**src/hw/rtl/pfxeval_pkg.sv**
```systemverilog
// Shared types and constants for the postfix expression evaluator.
// No dependencies; every module of the block imports this package.
`default_nettype none

package pfxeval_pkg;

    // character codes
    localparam logic [7:0] SYM_DIGIT_LO = 8'h31;
    localparam logic [7:0] SYM_DIGIT_HI = 8'h39;
    localparam logic [7:0] SYM_MUL      = 8'h2A;
    localparam logic [7:0] SYM_ADD      = 8'h2B;
    localparam logic [7:0] SYM_SUB      = 8'h2D;
    localparam logic [7:0] SYM_ZERO     = 8'h30;

    localparam logic [31:0] EMPTY_VALUE = 32'hFFFF_FFFF;

    // decoded-op queue between front and back
    localparam int QUEUE_DEPTH = 4;
    localparam int QPTR_W      = $clog2(QUEUE_DEPTH);
    localparam int QCNT_W      = $clog2(QUEUE_DEPTH + 1);

    typedef enum logic [2:0] {
        OP_NOP  = 3'd0,
        OP_PUSH = 3'd1,
        OP_MUL  = 3'd2,
        OP_ADD  = 3'd3,
        OP_SUB  = 3'd4
    } op_kind_t;

    typedef struct packed {
        op_kind_t   kind;
        logic [3:0] digit;
        logic       last;
    } op_item_t;

endpackage

`default_nettype wire

```
**src/hw/rtl/pfxeval_sym_if.sv**
```systemverilog
// Input channel: one expression character per request.
// No dependencies.
`default_nettype none

interface pfxeval_sym_if;
    logic       valid;
    logic       ready;
    logic [7:0] symbol;
    logic       end_of_expr;

    modport source (output valid, output symbol, output end_of_expr, input ready);
    modport sink   (input valid, input symbol, input end_of_expr, output ready);
endinterface

`default_nettype wire

```
**src/hw/rtl/pfxeval_front.sv**
```systemverilog
// Front end: accepts characters and decodes them into stack ops.
// Depends on pfxeval_pkg and pfxeval_sym_if.
`default_nettype none

module pfxeval_front (
    pfxeval_sym_if.sink           sym,
    input  logic                  q_full,
    output logic                  q_push,
    output pfxeval_pkg::op_item_t q_item
);
    import pfxeval_pkg::*;

    logic [7:0] diff;

    assign diff = sym.symbol - SYM_ZERO;

    always_comb
    begin
        q_item.kind  = OP_NOP;
        q_item.digit = diff[3:0];
        q_item.last  = sym.end_of_expr;
        if (sym.symbol >= SYM_DIGIT_LO && sym.symbol <= SYM_DIGIT_HI)
        begin
            q_item.kind = OP_PUSH;
        end
        else if (sym.symbol == SYM_MUL)
        begin
            q_item.kind = OP_MUL;
        end
        else if (sym.symbol == SYM_ADD)
        begin
            q_item.kind = OP_ADD;
        end
        else if (sym.symbol == SYM_SUB)
        begin
            q_item.kind = OP_SUB;
        end
    end

    assign sym.ready = !q_full;
    // ignored characters need no back-end slot unless they close an expression
    assign q_push = sym.valid && !q_full && (q_item.kind != OP_NOP || q_item.last);

endmodule

`default_nettype wire

```
**src/flat_wrapper.sv**
```systemverilog
// flat-port wrapper written by rule: the top's interface ports become plain ports
module pfxeval_front_flat import pfxeval_pkg::*;
  (q_full, q_push, q_item, sym_valid, sym_symbol, sym_end_of_expr, sym_ready);
  pfxeval_sym_if sym_i ();
  input  logic q_full;
  output logic q_push;
  output pfxeval_pkg::op_item_t q_item;
  input wire logic [$bits(sym_i.valid)-1:0] sym_valid;
  input wire logic [$bits(sym_i.symbol)-1:0] sym_symbol;
  input wire logic [$bits(sym_i.end_of_expr)-1:0] sym_end_of_expr;
  output wire logic [$bits(sym_i.ready)-1:0] sym_ready;
  assign sym_i.valid = sym_valid;
  assign sym_i.symbol = sym_symbol;
  assign sym_i.end_of_expr = sym_end_of_expr;
  assign sym_ready = sym_i.ready;
  pfxeval_front u_core (.sym(sym_i), .q_full(q_full), .q_push(q_push), .q_item(q_item));
endmodule
```
**config.mk**
```make
export PLATFORM = sky130hd
export DESIGN_NAME = pfxeval_front_flat
export DESIGN_NICKNAME = d
export VERILOG_FILES = /design/src/hw/rtl/pfxeval_pkg.sv /design/src/hw/rtl/pfxeval_sym_if.sv /design/src/hw/rtl/pfxeval_front.sv /design/src/flat_wrapper.sv
export SDC_FILE = /design/constraint.sdc
export NUM_CORES = 1
export LEC_CHECK = 0
export BUFFER_PORTS_ARGS = -buffer_cell sky130_fd_sc_hd__buf_2
export CAP_MARGIN = 15
export CORE_AREA = 5 5 42 44
export DETAILED_ROUTE_END_ITERATION = 8
export DIE_AREA = 0 0 47 49
export GPL_TIMING_DRIVEN = 0
export SYNTH_ARGS = -nofsm -noshare
export SYNTH_HDL_FRONTEND = slang
export SYNTH_SLANG_ARGS = --single-unit
```
**constraint.sdc**
```tcl
create_clock -name vclk -period 1.7
set_input_delay 0.425 -clock vclk [all_inputs]
set_output_delay 0.425 -clock vclk [all_outputs]
set_load 0.01 [all_outputs]
```
==> flow_metrics.tcl <==
set metrics [dict create \
    dr.pass1.iters 2 \
    grt_max_degree 6 \
    setup_viol 2 \
    max_freq_ghz 0.5566 \
    drv_cap 0 \
    synth_top_area_share 0.2542 \
    ys_seq_area_frac 0 \
    grt_antenna_before_repair 0 \
    yosysTopAreaCell "buf_4" \
    dp_slack_ns -0.1372 \
    path_class "input pin to output port" \
    routedWlPerCell_um 8.138 \
    end_kind "output port" \
    violations "negative setup slack" \
    first_iter_violations 1 \
    syn2layout_area_growth_pct 106.8 \
    seq_cell_count 0 \
    die-height_um 49 \
    fin_nets 55 \
    pin_count 21 \
    fin_area_sq_um 305.3 \
    grt_pass1_wl_um 703 \
    core_area_sq_um 1401 \
    worstMarginPinSlew_ns 0.2222 \
    hold_violations 0 \
    n_antenna_cell 0 \
    final_max_slew_viol_count 0 \
    die-area_sq_um 2303 \
    hp-class "input pin to output port" \
    grt_overflow 0 \
    p_total_uw 58.94 \
    ir_worst_vdd_uv 35.38 \
    power.leakage_uw 0.0001949 \
    critPathMaxFanout 2 \
    vias 210 \
    worstSetupStartpointType "input pin" \
    pwr_density_cell_nw_per_um2 193.1 \
    final_cells 58 \
    period_minus_slack_ns 1.797 \
    synth_cells 20 \
    numPortBuffers 21 \
    status "complete, but fails checks" \
    die_w_um 47 \
    initial_core_util 0.1054 \
    dpl_cell_area_sq_um 272.8 \
    regArea_sq_um 0 \
    n_clock_buffer 0 \
    routed_wl_um 472 \
    slew-limit-headroom 0.8516 \
    via_per_inst 3.621 \
    yosys_warnings 0 \
    drc 0 \
    setup_ws_ns -0.09677 \
    arrival_ns 1.37 \
    post-route-period-util 1.057 \
    grt_pass1_vias 184 \
    drive_gt1_frac 0.7143 \
    ant_nets 0 \
    synth.avg_cell_area_sq_um 7.382 \
    syn_nets 31 \
    synth_area_leaders "buf_4, nor3b_4, inv_1" \
    syn_area_sq_um 147.6 \
    routabilityCongestion 0.6447 \
    synthDistinctLibCells 13 \
    place_inst 57 \
    post-route-util 0.2179 \
    track_usage 0.03719 \
    rsz0062_at_grt "yes" \
    required_ns 1.27 \
    rows 14 \
]
report_power, final:
group	total (uW)	switching, uW	internal, uW
Sequential	0	0	0
Combinational	58.9	23.2	35.7
Clock	0	0	0
Total	58.9	23.2	35.7
layer usage:
| metal | GRT usage | vias to the layer above | routed length [um] |
|---|---|---|---|
| li1 | - | 112 | - |
| met1 | 0.04130 | 85 | 155 |
| met2 | 0.07466 | 13 | 222 |
| met3 | 0.003690 | 0 | 94 |
| met4 | 0 | 0 | 0 |
| met5 | 0 | - | 0 |
path summary, 6_finish.rpt:
kind / start / to / slack (ns) / cells past startpoint
worst min-delay path: q_full / sym_ready / 1.09 / 3
worst max-delay path: sym_symbol[0] / q_push / -0.1 / 5
synth_stat cells, drive strengths merged:
| master | n |
|---|---|
| a311oi | 1 |
| a31oi | 1 |
| and3 | 1 |
| and3b | 1 |
| buf | 5 |
| inv | 4 |
| nand4 | 1 |
| nand4b | 1 |
| nor2b | 1 |
| nor3b | 1 |
| o21ai | 2 |
| or4 | 1 |
area by class of cell:
| cell class | instances | area (sq um) |
|---|---|---|
| multi-input cells | 11 | 95.09 |
| plain buffers | 5 | 37.54 |
| repair buffers | 22 | 137.6 |
| inverters | 4 | 15.01 |
| well taps | 16 | 20.02 |
| fillers | 165 | 1096 |
layout by cell type, fill, tap and decap left out:
| master | synthesis | routed |
|---|---|---|
| and3b_2 | 1 | 1 |
| and3_1 | 1 | 1 |
| buf_2 | 0 | 17 |
| nor3b_4 | 1 | 1 |
| a311oi_1 | 1 | 1 |
| nor2b_1 | 1 | 1 |
| nand4_1 | 1 | 1 |
| o21ai_1 | 1 | 1 |
| inv_1 | 4 | 4 |
| buf_4 | 5 | 6 |
| nand4b_2 | 1 | 1 |
| a31oi_1 | 1 | 1 |
| buf_6 | 0 | 4 |
| or4_1 | 1 | 1 |
| o21ai_0 | 1 | 1 |
critical path, cell delays in order:
cell and delay (ns):
buf_6 0.09, or4_1 0.51, nand4_1 0.11, a311oi_1 0.09
buf_2 0.15
cell families (layout without fill, tap and decap cells):
logic type | after synthesis | count (layout) | synth area share
AND/OR/NAND/NOR | 7 | 7 | 0.4747
buffers and inverters | 9 | 31 | 0.3559
AO/OA/AOI/OAI | 4 | 4 | 0.1695
repair_timing:
item | in CTS | in global routing
hold buffers | 0 | 0
endpoints found under the hold margin | 0 | 0
gates resized for setup | 3 | 3
pin swaps | 4 | 0
setup endpoints to repair | 2 | 2
buffers inserted | 1 | 0
metrics by stage:
stage               TNS (ns)  hold WS [ns]
global placement     -0.2424         1.088
finish               -0.1594         1.089
detailed placement   -0.2508         1.089
CTS                  -0.1561         1.089
global route         -0.2291         1.113
floorplan                  0        0.8935
(Power assumes the default switching activity.)
