--- src/hw/rtl/pfxeval_pkg.sv ---
// Shared types and constants for the postfix expression evaluator.
// No dependencies; every module of the block imports this package.
`default_nettype none

package pfxeval_pkg;

    // character codes
    localparam logic [7:0] SYM_DIGIT_LO = 8'h31;
    localparam logic [7:0] SYM_DIGIT_HI = 8'h39;
    localparam logic [7:0] SYM_MUL      = 8'h2A;
    localparam logic [7:0] SYM_ADD      = 8'h2B;
    localparam logic [7:0] SYM_SUB      = 8'h2D;
    localparam logic [7:0] SYM_ZERO     = 8'h30;

    localparam logic [31:0] EMPTY_VALUE = 32'hFFFF_FFFF;

    // decoded-op queue between front and back
    localparam int QUEUE_DEPTH = 4;
    localparam int QPTR_W      = $clog2(QUEUE_DEPTH);
    localparam int QCNT_W      = $clog2(QUEUE_DEPTH + 1);

    typedef enum logic [2:0] {
        OP_NOP  = 3'd0,
        OP_PUSH = 3'd1,
        OP_MUL  = 3'd2,
        OP_ADD  = 3'd3,
        OP_SUB  = 3'd4
    } op_kind_t;

    typedef struct packed {
        op_kind_t   kind;
        logic [3:0] digit;
        logic       last;
    } op_item_t;

endpackage

`default_nettype wire

--- src/hw/rtl/pfxeval_queue.sv ---
// Short FIFO of decoded ops between the front and back ends.
// Depends on pfxeval_pkg.
`default_nettype none

module pfxeval_queue (
    input  logic                  clk,
    input  logic                  rst_n,
    input  logic                  push,
    input  pfxeval_pkg::op_item_t push_item,
    output logic                  full,
    input  logic                  pop,
    output logic                  head_valid,
    output pfxeval_pkg::op_item_t head
);
    import pfxeval_pkg::*;

    op_item_t          entry_reg [QUEUE_DEPTH];
    logic [QPTR_W-1:0] wr_ptr_reg;
    logic [QPTR_W-1:0] rd_ptr_reg;
    logic [QCNT_W-1:0] cnt_reg;
    logic [QCNT_W-1:0] cnt_next;

    assign full       = (cnt_reg == QCNT_W'(QUEUE_DEPTH));
    assign head_valid = (cnt_reg != '0);
    assign head       = entry_reg[rd_ptr_reg];

    always_comb
    begin
        cnt_next = cnt_reg;
        if (push && !pop)
        begin
            cnt_next = cnt_reg + QCNT_W'(1);
        end
        else if (pop && !push)
        begin
            cnt_next = cnt_reg - QCNT_W'(1);
        end
    end

    always_ff @(posedge clk or negedge rst_n)
    begin
        if (!rst_n)
        begin
            wr_ptr_reg <= '0;
            rd_ptr_reg <= '0;
            cnt_reg    <= '0;
        end
        else
        begin
            if (push)
            begin
                wr_ptr_reg <= (wr_ptr_reg == QPTR_W'(QUEUE_DEPTH - 1)) ? '0
                                                                       : wr_ptr_reg + QPTR_W'(1);
            end
            if (pop)
            begin
                rd_ptr_reg <= (rd_ptr_reg == QPTR_W'(QUEUE_DEPTH - 1)) ? '0
                                                                       : rd_ptr_reg + QPTR_W'(1);
            end
            cnt_reg <= cnt_next;
        end
    end

    always_ff @(posedge clk)
    begin
        if (push)
        begin
            entry_reg[wr_ptr_reg] <= push_item;
        end
    end

endmodule

`default_nettype wire

--- config.mk ---
export PLATFORM = sky130hd
export DESIGN_NAME = pfxeval_queue
export DESIGN_NICKNAME = d
export VERILOG_FILES = /design/src/hw/rtl/pfxeval_pkg.sv /design/src/hw/rtl/pfxeval_queue.sv
export SDC_FILE = /design/constraint.sdc
export NUM_CORES = 1
export LEC_CHECK = 0
export BUFFER_PORTS_ARGS = -buffer_cell sky130_fd_sc_hd__buf_2
export CAP_MARGIN = 20
export CORE_UTILIZATION = 32
export DETAILED_ROUTE_END_ITERATION = 7
export PLACE_DENSITY = 0.5
export SLEW_MARGIN = 25
export SYNTH_ARGS = -nofsm -noshare
export SYNTH_HDL_FRONTEND = slang
export SYNTH_SLANG_ARGS = --single-unit
--- constraint.sdc ---
create_clock -name clk -period 3.1 [get_ports clk]
set_input_delay 0.62 -clock clk [delete_from_list [all_inputs] [get_ports clk]]
set_output_delay 0.62 -clock clk [all_outputs]
set_load 0.02 [all_outputs]
==> results.sh <==
export IMPL_power_leakage_nw=0.672
export IMPL_ff2ff_path_depth=3
export IMPL_critical_path_class="flip-flop to output port"
export IMPL_yosysTopAreaCellShare_pct=61.2
export IMPL_synth_mux_area_fraction_pct=13.6
export IMPL_hold_viol_final=0
export IMPL_report_final_slew_viol_count=0
export IMPL_period_needed_ns=2.38
export IMPL_rsz0062_at_grt="no"
export IMPL_cts_tree="yes"
export IMPL_post_cts_buffers=0
export IMPL_grt_max_degree=13
export IMPL_met3_length_um=117
export IMPL_dp_hpwl_um=1800
export IMPL_dpl_cell_area_um2=1740
export IMPL_critPathMaxFanout=11
export IMPL_reg2reg_to="entry_reg[0][2]$_DFFE_PP_"
export IMPL_num_rows=25
export IMPL_grt_overflow_total=0
export IMPL_crit_required_ns=2.48
export IMPL_wl_met2_um=1410
export IMPL_grt_pass1_wl_um=4160
export IMPL_synth_top_family_by_area="multiplexers"
export IMPL_drcViolationCount=0
export IMPL_grt_pass1_vias=823
export IMPL_synth_area_um2=1570
export IMPL_status="complete, no violations"
export IMPL_crit_chain="mux4_2 > buf_2"
export IMPL_antenna_found_initial=0
export IMPL_gp_congestion=0.618
export IMPL_largest_reg_flops=32
export IMPL_cts_num_sinks=39
export IMPL_finClkSkew_ns=0.00722
export IMPL_crit_arrival_ns=1.76
export IMPL_cpPeakStageDelay_ns=0.72
export IMPL_top_layer="met4"
export IMPL_area_growth_pct=16.4
export IMPL_crit_path_end="head[1]"
export IMPL_synth_nets=98
export IMPL_ioPinCount=22
export IMPL_synth_area_leader_cell="edfxtp_1"
export IMPL_r2r_start="wr_ptr_reg[0]$_DFFE_PN0P_"
export IMPL_root_buffer="clkbuf_8"
export IMPL_clkSlewWorstSetupHoldPaths_ns=0.07
export IMPL_ir_worst_vdd_mv=0.317
export IMPL_layout_common_cells="edfxtp_1, buf_2, mux4_2"
export IMPL_layout_commonest_cell="edfxtp_1"
export IMPL_cts_resized=0
export IMPL_wire_per_inst_um=15.0
export IMPL_synth_xor_area_share_pct=1.67
export IMPL_drive_gt1_share_pct=36.8
export IMPL_synthAdderAreaFrac_pct=6.06
export IMPL_synth_warnings=0
export IMPL_syn_inst=79
export IMPL_cts_htree_levels=2
export IMPL_die_w_um=72.1
export IMPL_via_per_inst=4.41
export IMPL_max_slew_margin_pct=60.1
export IMPL_max_freq_ghz=0.420
export IMPL_core_area_um2=4720
export IMPL_fin_tns_setup_ns=0
export IMPL_drt_iter0_drc=32
export IMPL_diodes=0
export IMPL_yosysSeqAreaShare_pct=72.4
export IMPL_syn_avg_cell_area_um2=19.9
export IMPL_p_per_area_nw_per_um2=884
export IMPL_slowest_stage="dfrtp_1"
export IMPL_routed_wl_um=2600
export IMPL_yosys_area_share_simple_pct=3.67
export IMPL_r2r_slack_ns=1.64
export IMPL_grt_total_usage_pct=11.5
export IMPL_setup_viol=0
export IMPL_start_util_pct=33.2
export IMPL_clock_path_buffers=2
export IMPL_start_kind="flip-flop"
export IMPL_drtAntennaViolNets=0
export IMPL_yosys_top_cells_area="edfxtp_1, mux4_2, dfrtp_1, ha_1, mux2_2"
export IMPL_dr_pass1_iters=4
export IMPL_synth_cell_types=17
export IMPL_power_mw=1.62
export IMPL_ys_ff_latch=39
export IMPL_nNetsFinal=124
export IMPL_dieArea_um2=5190
export IMPL_post_route_cell_area_um2=1830
export IMPL_holdBufCountCts=0
export IMPL_final_period_utilization_pct=76.9
export IMPL_critPathLaunch="rd_ptr_reg[0]$_DFFE_PN0P_"
export IMPL_worst_pin_slew_ns=0.599
export IMPL_cts_inserted_buffers=5
export IMPL_drv_cap=0
export IMPL_cp_end_kind="output port"
export IMPL_io_buffers=21
export IMPL_fp_dieH_um=72.1
export IMPL_holdCritPathClass="input pin to asynchronous set/reset pin"
export IMPL_synth_compound_area_share_pct=0.637
export IMPL_met1_length_um=1050
export IMPL_via_count=763
export IMPL_clk_latency_ns=0.29
power by group:
| part | internal [mW] | switching [mW] | leakage (nW) |
|---|---|---|---|
| logic | 0.238 | 0.253 | 0.254 |
| registers | 0.689 | 0.110 | 0.377 |
| clock network | 0.157 | 0.169 | 0.0412 |
| total | 1.08 | 0.532 | 0.672 |
kinds of logic (layout without fill, tap and decap cells):
| kind of cell | count (synthesis) | in the layout |
|---|---|---|
| flops | 39 | 39 |
| mux | 11 | 11 |
| simple gates | 11 | 11 |
| fa+ha+maj | 7 | 7 |
| buf+inv | 6 | 33 |
| xor+xnor | 3 | 3 |
| compound gates | 2 | 2 |
worst max-delay path: cells and delay by family, from the launching register on:
kind | cells | cell delay [ns]
buf+inv | 1 | 0.17
flops | 1 | 0.72
mux | 1 | 0.58
how the worst min path moves through the flow:
| stage | endpoint | startpoint | slack, ns | cells past startpoint |
|---|---|---|---|---|
| 3_3_place_gp | cnt_reg[0]$_DFFE_PN0P_ | rst_n | 0.46 | 1 |
| 4_1_cts | wr_ptr_reg[0]$_DFFE_PN0P_ | rst_n | 0.16 | 1 |
| 3_5_place_dp | wr_ptr_reg[0]$_DFFE_PN0P_ | rst_n | 0.47 | 1 |
| 6_report | cnt_reg[2]$_DFFE_PN0P_ | rst_n | 0.16 | 1 |
| 2_1_floorplan | cnt_reg[0]$_DFFE_PN0P_ | rst_n | 0.32 | 0 |
| 5_1_grt | cnt_reg[2]$_DFFE_PN0P_ | rst_n | 0.15 | 1 |
per-stage QoR:
step                      util [%]  setup WS [ns]  instances  hold slack, ns
after floorplan                  -           1.40         79           0.324
after global routing          38.7          0.577        173           0.149
after global placement        36.9          0.986        165           0.464
after CTS                     38.7          0.648        173           0.155
final                         38.7          0.716        173           0.161
after detailed placement      36.9          0.956        165           0.467
synth_stat cells:
cell	count
and2_1	4
buf_2	1
buf_6	1
dfrtp_1	7
edfxtp_1	32
fa_1	1
ha_1	6
inv_1	4
mux2_2	3
mux4_2	8
nand2_1	2
nor2_1	3
nor3b_1	1
o21ai_0	2
or3_1	1
xnor2_1	1
xor2_1	2
area by class of cell:
| type | count | area [µm²] |
|---|---|---|
| fill | 449 | 2900 |
| sequential | 39 | 1140 |
| multi-input combinational | 34 | 403 |
| timing repair buffer | 21 | 105 |
| tap | 67 | 83.8 |
| clock buffer | 6 | 72.6 |
| inverter | 4 | 15.0 |
| clock inverter | 2 | 12.5 |
layer usage:
metal	up-vias	global-route usage [%]
li1	350	-
met1	388	12.8
met2	21	19.3
met4	0	5.23
met5	-	0
met3	4	4.72
No activity file was read; power rests on OpenSTA's default activity.
